### src/oat_pkg.sv
// Shared types and codes for the ordered array table.
package oat_pkg;

    typedef enum logic [3:0] {
        CMD_PUSH        = 4'd0,
        CMD_POP         = 4'd1,
        CMD_INSERT      = 4'd2,
        CMD_ERASE_ONE   = 4'd3,
        CMD_ERASE_RANGE = 4'd4,
        CMD_FIND        = 4'd5,
        CMD_READ        = 4'd6,
        CMD_WRITE       = 4'd7,
        CMD_CLEAR       = 4'd8
    } t_cmd;

    typedef enum logic [1:0] {
        STS_OK     = 2'd0,
        STS_BADPOS = 2'd1,
        STS_FULL   = 2'd2,
        STS_EMPTY  = 2'd3
    } t_status;

    typedef enum logic [1:0] {
        ST_IDLE,
        ST_ERASE,
        ST_FIND
    } t_state;

    typedef enum logic [1:0] {
        CELL_HOLD,
        CELL_LOAD,
        CELL_SHIFT_UP,
        CELL_SHIFT_DOWN
    } t_cell_op;

    typedef struct packed {
        t_cell_op op;
        logic     cmp_en;
    } t_cell_ctl;

    typedef struct packed {
        logic [3:0]  cmd;
        logic [6:0]  position;
        logic [6:0]  end_position;
        logic [31:0] value;
    } t_req;

    typedef struct packed {
        logic [1:0]  status;
        logic [31:0] read_value;
        logic [6:0]  found_index;
        logic [6:0]  count;
        logic        is_empty;
        logic        is_full;
    } t_rsp;

endpackage

### src/oat_cell.sv
// One storage cell of the table: holds one entry, shifts with its neighbors and compares.
module oat_cell #(
    parameter int WORD_BITS = 32,
    parameter int PW        = 7,
    parameter int IDX       = 0
) (
    input  logic                  i_clk,
    input  oat_pkg::t_cell_ctl    i_ctl,
    input  logic [PW-1:0]         i_pos,
    input  logic [PW-1:0]         i_count,
    input  logic [WORD_BITS-1:0]  i_value,
    input  logic [WORD_BITS-1:0]  i_left,
    input  logic [WORD_BITS-1:0]  i_right,
    output logic [WORD_BITS-1:0]  o_data,
    output logic [WORD_BITS-1:0]  o_sel_data,
    output logic                  o_match
);
    import oat_pkg::*;

    localparam logic [PW-1:0] IDX_V = PW'(IDX);

    logic [WORD_BITS-1:0] r_data;
    logic [WORD_BITS-1:0] n_data;
    logic                 r_match;
    logic                 w_hit;
    logic                 w_above;

    assign w_hit   = (IDX_V == i_pos);
    assign w_above = (IDX_V > i_pos);

    always_comb begin
        n_data = r_data;
        case (i_ctl.op)
            CELL_LOAD: begin
                if (w_hit) begin
                    n_data = i_value;
                end
            end
            CELL_SHIFT_UP: begin
                if (w_hit) begin
                    n_data = i_value;
                end else if (w_above) begin
                    n_data = i_left;
                end
            end
            CELL_SHIFT_DOWN: begin
                if (w_hit || w_above) begin
                    n_data = i_right;
                end
            end
            default: begin
                n_data = r_data;
            end
        endcase
    end

    always_ff @(posedge i_clk) begin
        r_data <= n_data;
        if (i_ctl.cmp_en) begin
            r_match <= (IDX_V < i_count) && (r_data == i_value);
        end
    end

    assign o_data     = r_data;
    assign o_sel_data = r_data & {WORD_BITS{w_hit}};
    assign o_match    = r_match;

endmodule

### config.mk
export PLATFORM = sky130hd
export DESIGN_NAME = oat_cell
export DESIGN_NICKNAME = d
export VERILOG_FILES = /design/src/oat_pkg.sv /design/src/oat_cell.sv
export SDC_FILE = /design/constraint.sdc
export NUM_CORES = 1
export LEC_CHECK = 0
export BUFFER_PORTS_ARGS = -buffer_cell sky130_fd_sc_hd__buf_2
export CORE_ASPECT_RATIO = 1.75
export CORE_MARGIN = 4
export CORE_UTILIZATION = 41
export DETAILED_ROUTE_END_ITERATION = 12
export PLACE_DENSITY = 0.81
export SLEW_MARGIN = 30
export SYNTH_ARGS = -nofsm -noshare
export SYNTH_HDL_FRONTEND = slang
export SYNTH_SLANG_ARGS = --single-unit
export TNS_END_PERCENT = 5
### constraint.sdc
create_clock -name i_clk -period 3.8 [get_ports i_clk]
set_clock_uncertainty 0.1 [all_clocks]
set_input_delay 0.19 -clock i_clk [delete_from_list [all_inputs] [get_ports i_clk]]
set_output_delay 0.19 -clock i_clk [all_outputs]
set_load 0.02 [all_outputs]
# Yosys cells after proc, flatten, opt, wreduce, memory -nomap -nowiden
# Cells that the tools add are included.
# Widths: inputs -> output; s select.
[op_classes]
order_cmp = 2
n_eq_ne = 7
n_mux = 5
bitwise = 1
n_reduce_logical = 5
[ops]
columns = ["operator", "count"]
rows = [
  ["$mux 32", 4],
  ["$pmux 32 s3", 1],
  ["$and 32x32->32", 1],
  ["$eq 32x32->1", 1],
  ["$gt 1x7->1 const A", 1],
  ["$logic_not 7->1", 1],
  ["$lt 1x7->1 const A", 1],
  ["$eq 2x2->1 const B", 2],
  ["$ne 2x2->1 const B", 2],
  ["$reduce_and 4->1", 1],
  ["$ne 3x3->1 const B", 1],
  ["$reduce_bool 3->1", 1],
  ["$eq 2x1->1 const B", 1],
  ["$logic_and 1x1->1", 1],
  ["$logic_or 1x1->1", 1],
]
[word_totals]
regBits = 33
out_inout_bits = 65
word_cells = 22

# Depth between registers and ports, before layout
# Gate-level depths: netlist (run 1).
[logic_depth]
depth_word = 4
ltp_mapped = 6
mapped_depth_nobuf = 5

# Least setup slack after synthesis (run 1)
# OpenSTA, ideal clock, no wires.
[synth_path]
path_kind = "input-to-reg"
startpoint = "input port i_pos[3]"
endpoint = "register r_data[0], in the netlist o_data[0], enable pin"
setup_ps = 432
arrival_ps = 2873
required_ps = 3268
setup_slack_ps = 395
cell_stages = 6
path_buffers = 2
path_cell_list = "or4_4 > nor4_4 > buf_6 > buf_2 > nor2_1 > a21oi_1"
[synth_via]
elab_chain_cells = 4
word_cells_on_any_way = 7
[synth_lines]
columns = ["item", "line_no", "text"]
rows = [
  ["start, declared", "oat_cell.sv:9", "input logic [PW-1:0] i_pos,"],
  ["$gt 1x7->1 / $logic_not 7->1 (equally long branches)", "oat_cell.sv:29, oat_cell.sv:28", ""],
  ["$logic_or 1x1->1", "oat_cell.sv:47", "if (w_hit || w_above) begin"],
  ["$ne 2x2->1 (no source line)", "--", ""],
  ["$reduce_and 4->1 (no source line) (*)", "--", ""],
  ["end signal, assigned", "oat_cell.sv:58", "r_data <= n_data;"],
  ["end, declared", "oat_cell.sv:22", "logic [WORD_BITS-1:0] r_data;"],
]
# Mark *: on every way between the ends. The rest lies on a longest branch, timed or not.
# A chain may end at the register's enable or synchronous reset.

# Worst setup path in the final report (run 1)
[layout_path]
startpoint = "input port i_pos[3]"
endpoint = "output port o_sel_data[8]"
[layout_via]
elab_chain_cells = 2
[layout_lines]
columns = ["item", "line_no", "text"]
rows = [
  ["$logic_not 7->1", "oat_cell.sv:28", "assign w_hit = (IDX_V == i_pos);"],
  ["$and 32x32->32", "oat_cell.sv:65", "assign o_sel_data = r_data & {WORD_BITS{w_hit}};"],
  ["end, declared", "oat_cell.sv:15", "output logic [WORD_BITS-1:0] o_sel_data,"],
]
# No other way between the ends.

==> summary.txt, run 1 <==
DP Area: 3408 sq um
Synth Register Bits: 33
GP Congestion: 0.8228
Clk_lat worst skew: 280 ps
WL/cell: 16.48 microns
Reg clk slew, reported paths: 70 ps
Min-Delay Path Class: primary input to flip-flop
Clk sinks: 33
Core area: 5879 sq um
Die area: 7372 sq um
Critical path arrival: 2100 ps
GRT Total Usage: 21.42%
CP Launch Type: primary input
RSZ-0062 raised after global routing: no
Die width: 66.64 microns
Cells on Worst Hold Path: 1
Largest stage delay, worst path: 670 ps
Slew headroom: 47.48%
H-tree depth: 2
Share of layout cells above drive strength 1: 47.19%
Number of nets in the layout: 525
Crit path max-delay cell type: buf_4
Fin crit period: 2391 ps
Worst Path Max Fanout: 64
Post-Place Cells: 479
Post-route ant nets: 0
Total power: 1.079 mW
Final instance area: 3490 sq um
IR drop worst, VDD: 186.8 uV
Avg Cell Area, Syn: 10.45 sq um
Least-Margin Pin Slew: 786.0 ps
Critical path depth: 6
Critical path required time: 3510 ps
Yosys cell types: 22
First drt pass iteration count: 4
Number of global-route vias before repair: 2502
Root Driver: clkbuf_8
Worst hold slack: 14.84 ps
Fmax: 0.4182 GHz
Critical Setup Path Class: primary input to output pin
Initial Util: 41.97%
Syn nets: 353
Pleak: 1.582 nW
Largest net degree at the start of global routing: 65
Row cnt: 37
Iteration-0 DRC Markers: 109
I/O pin cnt: 179
Post_cts resized: 0
Final wirelength: 8027 microns
PwrDens: 309.3 nW/um^2
Post-CTS Setup Repair Bufs: 0
CP endpoint kind: output pin
Total CTS buffers: 5
Fin cells: 487
DRC viols: 0
Post-Syn Area: 2467 sq um
Most frequent cells in the layout: 178 x buf_2, 33 x edfxtp_1
Slew Viols, Final: 0
CTS tree: done
Status: completed
Grt total ovfl: 0
Most used cell, CP: buf_2
Cell depth of the worst flop-to-flop path: 4
Hold buffers post-CTS: 0
CP top delay family: simple AND/OR/NAND/NOR gates
Total vias in the final route: 2497
Antenna cells: 0
Commonest non-fill, non-tap cell in the layout: buf_2
Mapped Cells: 236
Final setup vio count: 0
Fin. Hold Viols: 0
Area growth from synthesis to layout: 41.43%
CTS max path bufs: 2
Vias per cell: 5.127
Sequential element share of the synthesized area: 40.16%
Die H: 110.6 microns
YS warnings: 0
Detailed Place HPWL: 6367 microns
Initial antenna violation count: 0
First-pass GRT wire length: 12360 microns
Critical path, cell by cell: buf_2 > or4_4 > nor4_4 > buf_4 > and2_1 > buf_2
WP buf/inv: 3
Port buffer count: 178
Final Cycle Share: 62.92%
Max-cap violations: 0
Setup TNS: 0 ps
-- worst register-to-register path: stages, from the launching register on --
cell and delay, ps:
edfxtp_1 430, xor2_1 180, nor4_1 410, nand4_1 180
a2111oi_0 360
-- final cells by class --
type / instances / area (sq um)
Clock buffer: 5 / 68.82
Clock inverter: 3 / 12.51
Fill cell: 565 / 2390
Inverter: 4 / 15.01
Multi-Input combinational cell: 182 / 1384
Sequential cell: 33 / 991.0
Tap cell: 78 / 97.59
Timing Repair Buffer: 182 / 920.9
-- per-stage QoR --
| step | setup WS [ps] | util, % |
|---|---|---|
| 2_1_floorplan | 395.1 | - |
| 3_3_place_gp | 1336 | 57.97 |
| 3_5_place_dp | 1260 | 57.97 |
| 4_1_cts | 1405 | 59.35 |
| 5_1_grt | 1305 | 59.35 |
| 6_report | 1409 | 59.35 |
-- power breakdown --
| part | switching, mW | total, mW | internal [mW] |
|---|---|---|---|
| Combinational | 0.191 | 0.327 | 0.136 |
| Sequential | 0.0405 | 0.503 | 0.462 |
| Clock | 0.126 | 0.249 | 0.123 |
| Total | 0.358 | 1.08 | 0.721 |
-- sequential cells by signal, summed over array words and instances (netlist names) --
register / cells
o_data: 32
o_match: 1
-- Yosys cell counts (all sizes together) --
cell type | count | share of area (%)
a2111oi | 1 | 0.36
nand4 | 2 | 0.51
nor3 | 2 | 0.41
mux2i | 32 | 13
and2 | 32 | 8.1
nor2 | 2 | 0.30
buf | 5 | 1.9
o21ai | 32 | 6.5
xor2 | 28 | 9.9
or4 | 1 | 0.46
inv | 4 | 0.61
nand3 | 1 | 0.20
nor4 | 9 | 2.9
a22oi | 32 | 9.7
clkbuf | 12 | 1.8
ha | 3 | 1.5
edfxtp | 33 | 40
a21oi | 1 | 0.20
xnor2 | 4 | 1.4
-- path summary, 6_finish.rpt --
path                       endpoint                  from  slack (ps)
setup reg to reg  o_match$_DFFE_PP_  o_data[16]$_DFFE_PP_        1930
setup / recovery      o_sel_data[8]              i_pos[3]        1410
hold reg to reg   o_match$_DFFE_PP_  o_data[26]$_DFFE_PP_         750
hold / removal    o_match$_DFFE_PP_              i_ctl[0]          10
-- kinds of logic after synthesis --
kind of cell,after synthesis,synth area share [%]
adders and majority gates,3,1.521
muxes,32,12.98
AOI/OAI and AO/OA,66,16.78
and+or+nand+nor,49,12.88
buffers and inverters,21,4.310
DFF,33,40.16
xor gates and xnor gates,32,11.36
-- layer usage --
layer	share of wire, %	wire length (microns)	vias up	GRT usage [%]
li1	-	-	1230	-
met1	36	2877	1148	23.82
met5	0	0	-	0
met3	7.0	565	11	3.662
met4	1.5	123	0	5.970
met2	56	4461	108	39.92
Power figures use the tool's default switching activity.
==> run 2: changes to the inputs <==
clock period = 2.44 ns   (was 3.8 ns; I/O delays follow)
==> summary.txt, run 2 (same netlist as run 1, synthesis figures left out) <==
Status: completed
CTS tree: done
Die H: 110.6 microns (unchanged)
Final core occ: 60.16% (+0.81 points)
Share of layout cells above drive strength 1: 47.22% (about the same)
Most frequent cells in the layout: 178 x buf_2, 33 x edfxtp_1
Max reg flops: 32 (unchanged)
Slew headroom: 51.04% (+3.6 points)
R2R Path Start: o_data[6]$_DFFE_PP_
Area growth from synthesis to layout: 43.36%
Vias per cell: 5.275 (+2.9%)
Initial Util: 41.97% (unchanged)
Post-CTS Setup Repair Bufs: 0 (unchanged)
Detailed Place HPWL: 6672 microns (+4.8%)
CP Launch Type: primary input
Final setup vio count: 0 (unchanged)
Critical Setup Path Class: primary input to output pin
Root Driver: clkbuf_8
DRC viols: 0 (unchanged)
Setup TNS: 0 ps (unchanged)
Fin crit period: 2006 ps
Slew Viols, Final: 0 (unchanged)
CP endpoint kind: output pin
First-pass GRT wire length: 12960 microns (+4.9%)
WL/cell: 17.07 microns (+3.6%)
Clk sinks: 33 (unchanged)
RSZ-0062 raised after global routing: no
GRT Total Usage: 22.74% (+1.3 points)
Hold buffers post-CTS: 1 (+1)
Fin. Hold Viols: 0 (unchanged)
Reg clk slew, reported paths: 60 ps (about the same)
Final Cycle Share: 82.23%
Die width: 66.64 microns (unchanged)
Core area: 5879 sq um (unchanged)
Grt total ovfl: 0 (unchanged)
FF-to-FF End: o_match$_DFFE_PP_
PwrDens: 475.7 nW/um^2 (+54%)
Worst Path Max Fanout: 17 (-73%)
Final wirelength: 8382 microns (+4.4%)
Die area: 7372 sq um (unchanged)
Post-route ant nets: 0 (unchanged)
Number of global-route vias before repair: 2609 (+4.3%)
Fmax: 0.4984 GHz
CTS max path bufs: 2 (unchanged)
Row cnt: 37 (unchanged)
IR drop worst, VDD: 296.6 uV (+59%)
First drt pass iteration count: 4 (unchanged)
Total vias in the final route: 2590 (+3.7%)
I/O pin cnt: 179 (unchanged)
Initial antenna violation count: 1 (+1)
Commonest non-fill, non-tap cell in the layout: buf_2
Cells on Worst Hold Path: 3 (+2)
Least-Margin Pin Slew: 733.7 ps (-52.37 ps)
Flop-to-flop setup slack: 580 ps (-1350 ps)
Clk_lat worst skew: 280 ps (about the same)
Critical path required time: 2220 ps (-1290 ps)
Iteration-0 DRC Markers: 114 (+4.6%)
HP Start: i_right[22]
Total CTS buffers: 5 (unchanged)
H-tree depth: 2 (unchanged)
Cell depth of the worst flop-to-flop path: 4 (unchanged)
Pleak: 1.606 nW (+1.5%)
Port buffer count: 178 (unchanged)
Antenna cells: 0 (unchanged)
Final setup margin: 433.5 ps (-975.4 ps)
Hold Path End: o_data[22]$_DFFE_PP_
Number of nets in the layout: 530 (+0.95%)
Post_cts resized: 0 (unchanged)
Min-Delay Path Class: primary input to flip-flop
Worst slack, placed: 306.8 ps (-953.6 ps)
GP Congestion: 0.8357 (+1.6%)
Critical path arrival: 1780 ps (-320 ps)
Max-cap violations: 0 (unchanged)
Largest net degree at the start of global routing: 37 (-43%)
[run 2: how the worst max path moves through the flow]
stage | from | endpoint | slack [ps]
floorplan | i_pos[3] | o_data[0]$_DFFE_PP_ | 140
global placement | i_pos[3] | o_data[16]$_DFFE_PP_ | 350
detailed placement | i_pos[3] | o_data[18]$_DFFE_PP_ | 310
CTS | i_pos[3] | o_sel_data[6] | 420
global route | i_pos[3] | o_sel_data[6] | 360
finish | i_pos[3] | o_sel_data[6] | 430
[run 2: per-layer routing]
layer  part of all wire [%]  vias up  routed length (microns)  global-route usage [%]
met4                    2.4        2                      199                   8.141
met2                     53      110                     4479                   40.05
met3                    6.4       20                      540                   3.662
met1                     37     1223                     3143                   26.81
li1                       -     1235                        -                       -
met5                   0.21        -                       18                       0
[run 2: area by class of cell]
| class | instances | area (sq um) |
|---|---|---|
| Timing Repair Buffer | 187 | 973.4 |
| Fill cell | 536 | 2342 |
| Clock inverter | 1 | 3.754 |
| Clock buffer | 6 | 72.57 |
| Multi-Input combinational cell | 182 | 1384 |
| Sequential cell | 33 | 991.0 |
| Tap cell | 78 | 97.59 |
| Inverter | 4 | 15.01 |
[run 2: power by group]
part	switching (mW)	total, mW	internal [mW]
sequential	0.0651	0.784	0.719
clock	0.191	0.383	0.192
combinational	0.299	0.515	0.216
total	0.555	1.68	1.13
[run 2: critical path, cell delays in order]
cell,delay (ps)
buf_2,100
or4_4,530
nor4_4,350
buf_4,330
and2_1,170
buf_2,170
[run 2: metrics by stage]
stage          hold slack, ps  cells  instance area [sq um]  total power [mW]
5_1_grt                 65.35    491                   3537             1.776
3_3_place_gp            221.8    483                   3451             1.301
2_1_floorplan           134.5    236                   2479             1.059
6_report                63.08    491                   3537             1.683
4_1_cts                 57.78    491                   3537             1.703
3_5_place_dp            224.2    483                   3451             1.314
==> run 3: changes to the inputs <==
CORE_UTILIZATION = 37   (was 41)
PLACE_DENSITY = 0.77   (was 0.81)
clock period = 1.7 ns   (was 2.44 ns; I/O delays follow)
==> summary.txt, run 3 (same netlist as run 1, synthesis figures left out) <==
Total CTS buffers: 5 (unchanged)
Share of layout cells above drive strength 1: 56.10% (+8.9 points)
Clk sinks: 33 (unchanged)
GP Congestion: 0.8683 (+3.9%)
Final setup margin: -136.3 ps (-569.9 ps)
I/O pin cnt: 179 (unchanged)
Crit path from: i_pos[6]
WL/cell: 16.93 microns (-0.80%)
Number of global-route vias before repair: 2733 (+4.8%)
Status: finished with violations
IR drop worst, VDD: 537.6 uV (+81%)
Root Driver: clkbuf_16
Post-route ant nets: 0 (unchanged)
Die width: 69.73 microns (+4.6%)
Slew headroom: 69.81% (+19 points)
Number of nets in the layout: 567 (+7.0%)
Critical Path Sink: o_sel_data[27]
First-pass GRT wire length: 12740 microns (-1.7%)
Final wirelength: 9026 microns (+7.7%)
Antenna cells: 0 (unchanged)
RSZ-0062 raised after global routing: yes
Least-Margin Pin Slew: 448.7 ps (-285.0 ps)
Pleak: 1.888 nW (+18%)
FF-to-FF End: o_match$_DFFE_PP_
H-tree depth: 2 (unchanged)
R2R Path Start: o_data[13]$_DFFE_PP_
Cell depth of the worst flop-to-flop path: 5 (+1)
CP Launch Type: primary input
Worst Path Max Fanout: 6 (-11)
Setup TNS: -6972 ps (-6972 ps)
Largest net degree at the start of global routing: 24 (-35%)
CP endpoint kind: output pin
Row cnt: 39 (+5.4%)
Final Cycle Share: 108.0%
Total vias in the final route: 2755 (+6.4%)
Area growth from synthesis to layout: 71.55%
Clk_lat worst skew: 270 ps (about the same)
Worst slack, placed: -271.6 ps (-578.4 ps)
Initial antenna violation count: 0 (-1)
DRC viols: 0 (unchanged)
GRT Total Usage: 19.87% (-2.9 points)
Vias per cell: 5.169 (-2.0%)
Slew Viols, Final: 0 (unchanged)
Core area: 6490 sq um (+10%)
Failing checks: negative setup slack
Fin. Hold Viols: 0 (unchanged)
Min-Delay Path Class: primary input to flip-flop
Detailed Place HPWL: 6939 microns (+4.0%)
Die area: 8091 sq um (+9.8%)
Commonest non-fill, non-tap cell in the layout: buf_2
Final setup vio count: 87 (+87)
Max-cap violations: 0 (unchanged)
Critical Setup Path Class: primary input to output pin
Most frequent cells in the layout: 147 x buf_2, 43 x buf_4, 33 x edfxtp_1
Max reg flops: 32 (unchanged)
Reg clk slew, reported paths: 50 ps (about the same)
Fin crit period: 1836 ps
Critical path arrival: 1650 ps (-130 ps)
PwrDens: 710.2 nW/um^2 (+49%)
Port buffer count: 178 (unchanged)
CTS tree: done
Grt total ovfl: 0 (unchanged)
Fmax: 0.5446 GHz
Flop-to-flop setup slack: -30 ps (-610 ps)
Initial Util: 38.02% (-3.9 points)
First drt pass iteration count: 4 (unchanged)
Iteration-0 DRC Markers: 144 (+26%)
Die H: 116.0 microns (+4.9%)
CTS max path bufs: 2 (unchanged)
Critical path required time: 1510 ps (-710 ps)
==> run 3: worst min path at each step <==
stage | cells after the start | startpoint | end | slack (ps)
floorplan | 0 | i_ctl[0] | o_match$_DFFE_PP_ | 100
global placement | 1 | i_ctl[0] | o_match$_DFFE_PP_ | 190
detailed placement | 1 | i_ctl[0] | o_match$_DFFE_PP_ | 190
CTS | 3 | i_right[11] | o_data[11]$_DFFE_PP_ | 30
global route | 3 | i_right[30] | o_data[30]$_DFFE_PP_ | 40
finish | 3 | i_right[26] | o_data[26]$_DFFE_PP_ | 30
==> run 3: area by class of cell <==
type,count,area (sq um)
multi-input cells,182,1464
inverters,4,15.01
fillers,533,2257
repair buffers,224,1498
clock buffers,6,128.9
flip-flops and latches,33,991.0
clock inverters,2,33.78
well taps,82,102.6
==> run 3: where the power goes <==
part	leakage (nW)	internal, mW	switching (mW)	total [mW]
Sequential	0.308	1.03	0.0820	1.12
Clock	0.0785	0.686	0.304	0.990
Combinational	1.50	0.416	0.485	0.901
==> run 3: metal layers <==
metal	wire length [microns]	track usage (%)	share of wire, %	vias up
li1	-	-	-	1316
met4	276	9.207	3.1	0
met3	559	4.340	6.2	22
met2	5074	36.86	56	126
met5	0	0	0	-
met1	3115	21.39	35	1291
==> run 3: critical path, cell delays in order <==
cell and delay (ps):
buf_6 90, or4_4 530, nor4_4 280, buf_6 180, buf_12 120, buf_6 110, and2_4 140, buf_6 110
==> run 3: stage by stage <==
step                util [%]  hold WS, ps  std cells  area (sq um)  power (mW)
floorplan                  -        97.50        236          2487       1.521
global placement       57.41        188.2        516          3726       1.975
detailed placement     57.41        186.7        516          3726       1.998
CTS                    61.94        26.73        527          4020       3.023
global route           65.22        40.04        533          4233       3.151
finish                 65.22        34.65        533          4233       3.006
==> run 3: timing repair <==
action / 4_1_cts / 5_1_grt
setup buffers: 2 / 5
hold buffers: 1 / 0
setup endpoints to repair: 33 / 65
cloned: 0 / 1
endpoints found under the hold margin: 1 / 0
resized for setup: 34 / 43
pin swaps: 6 / 13
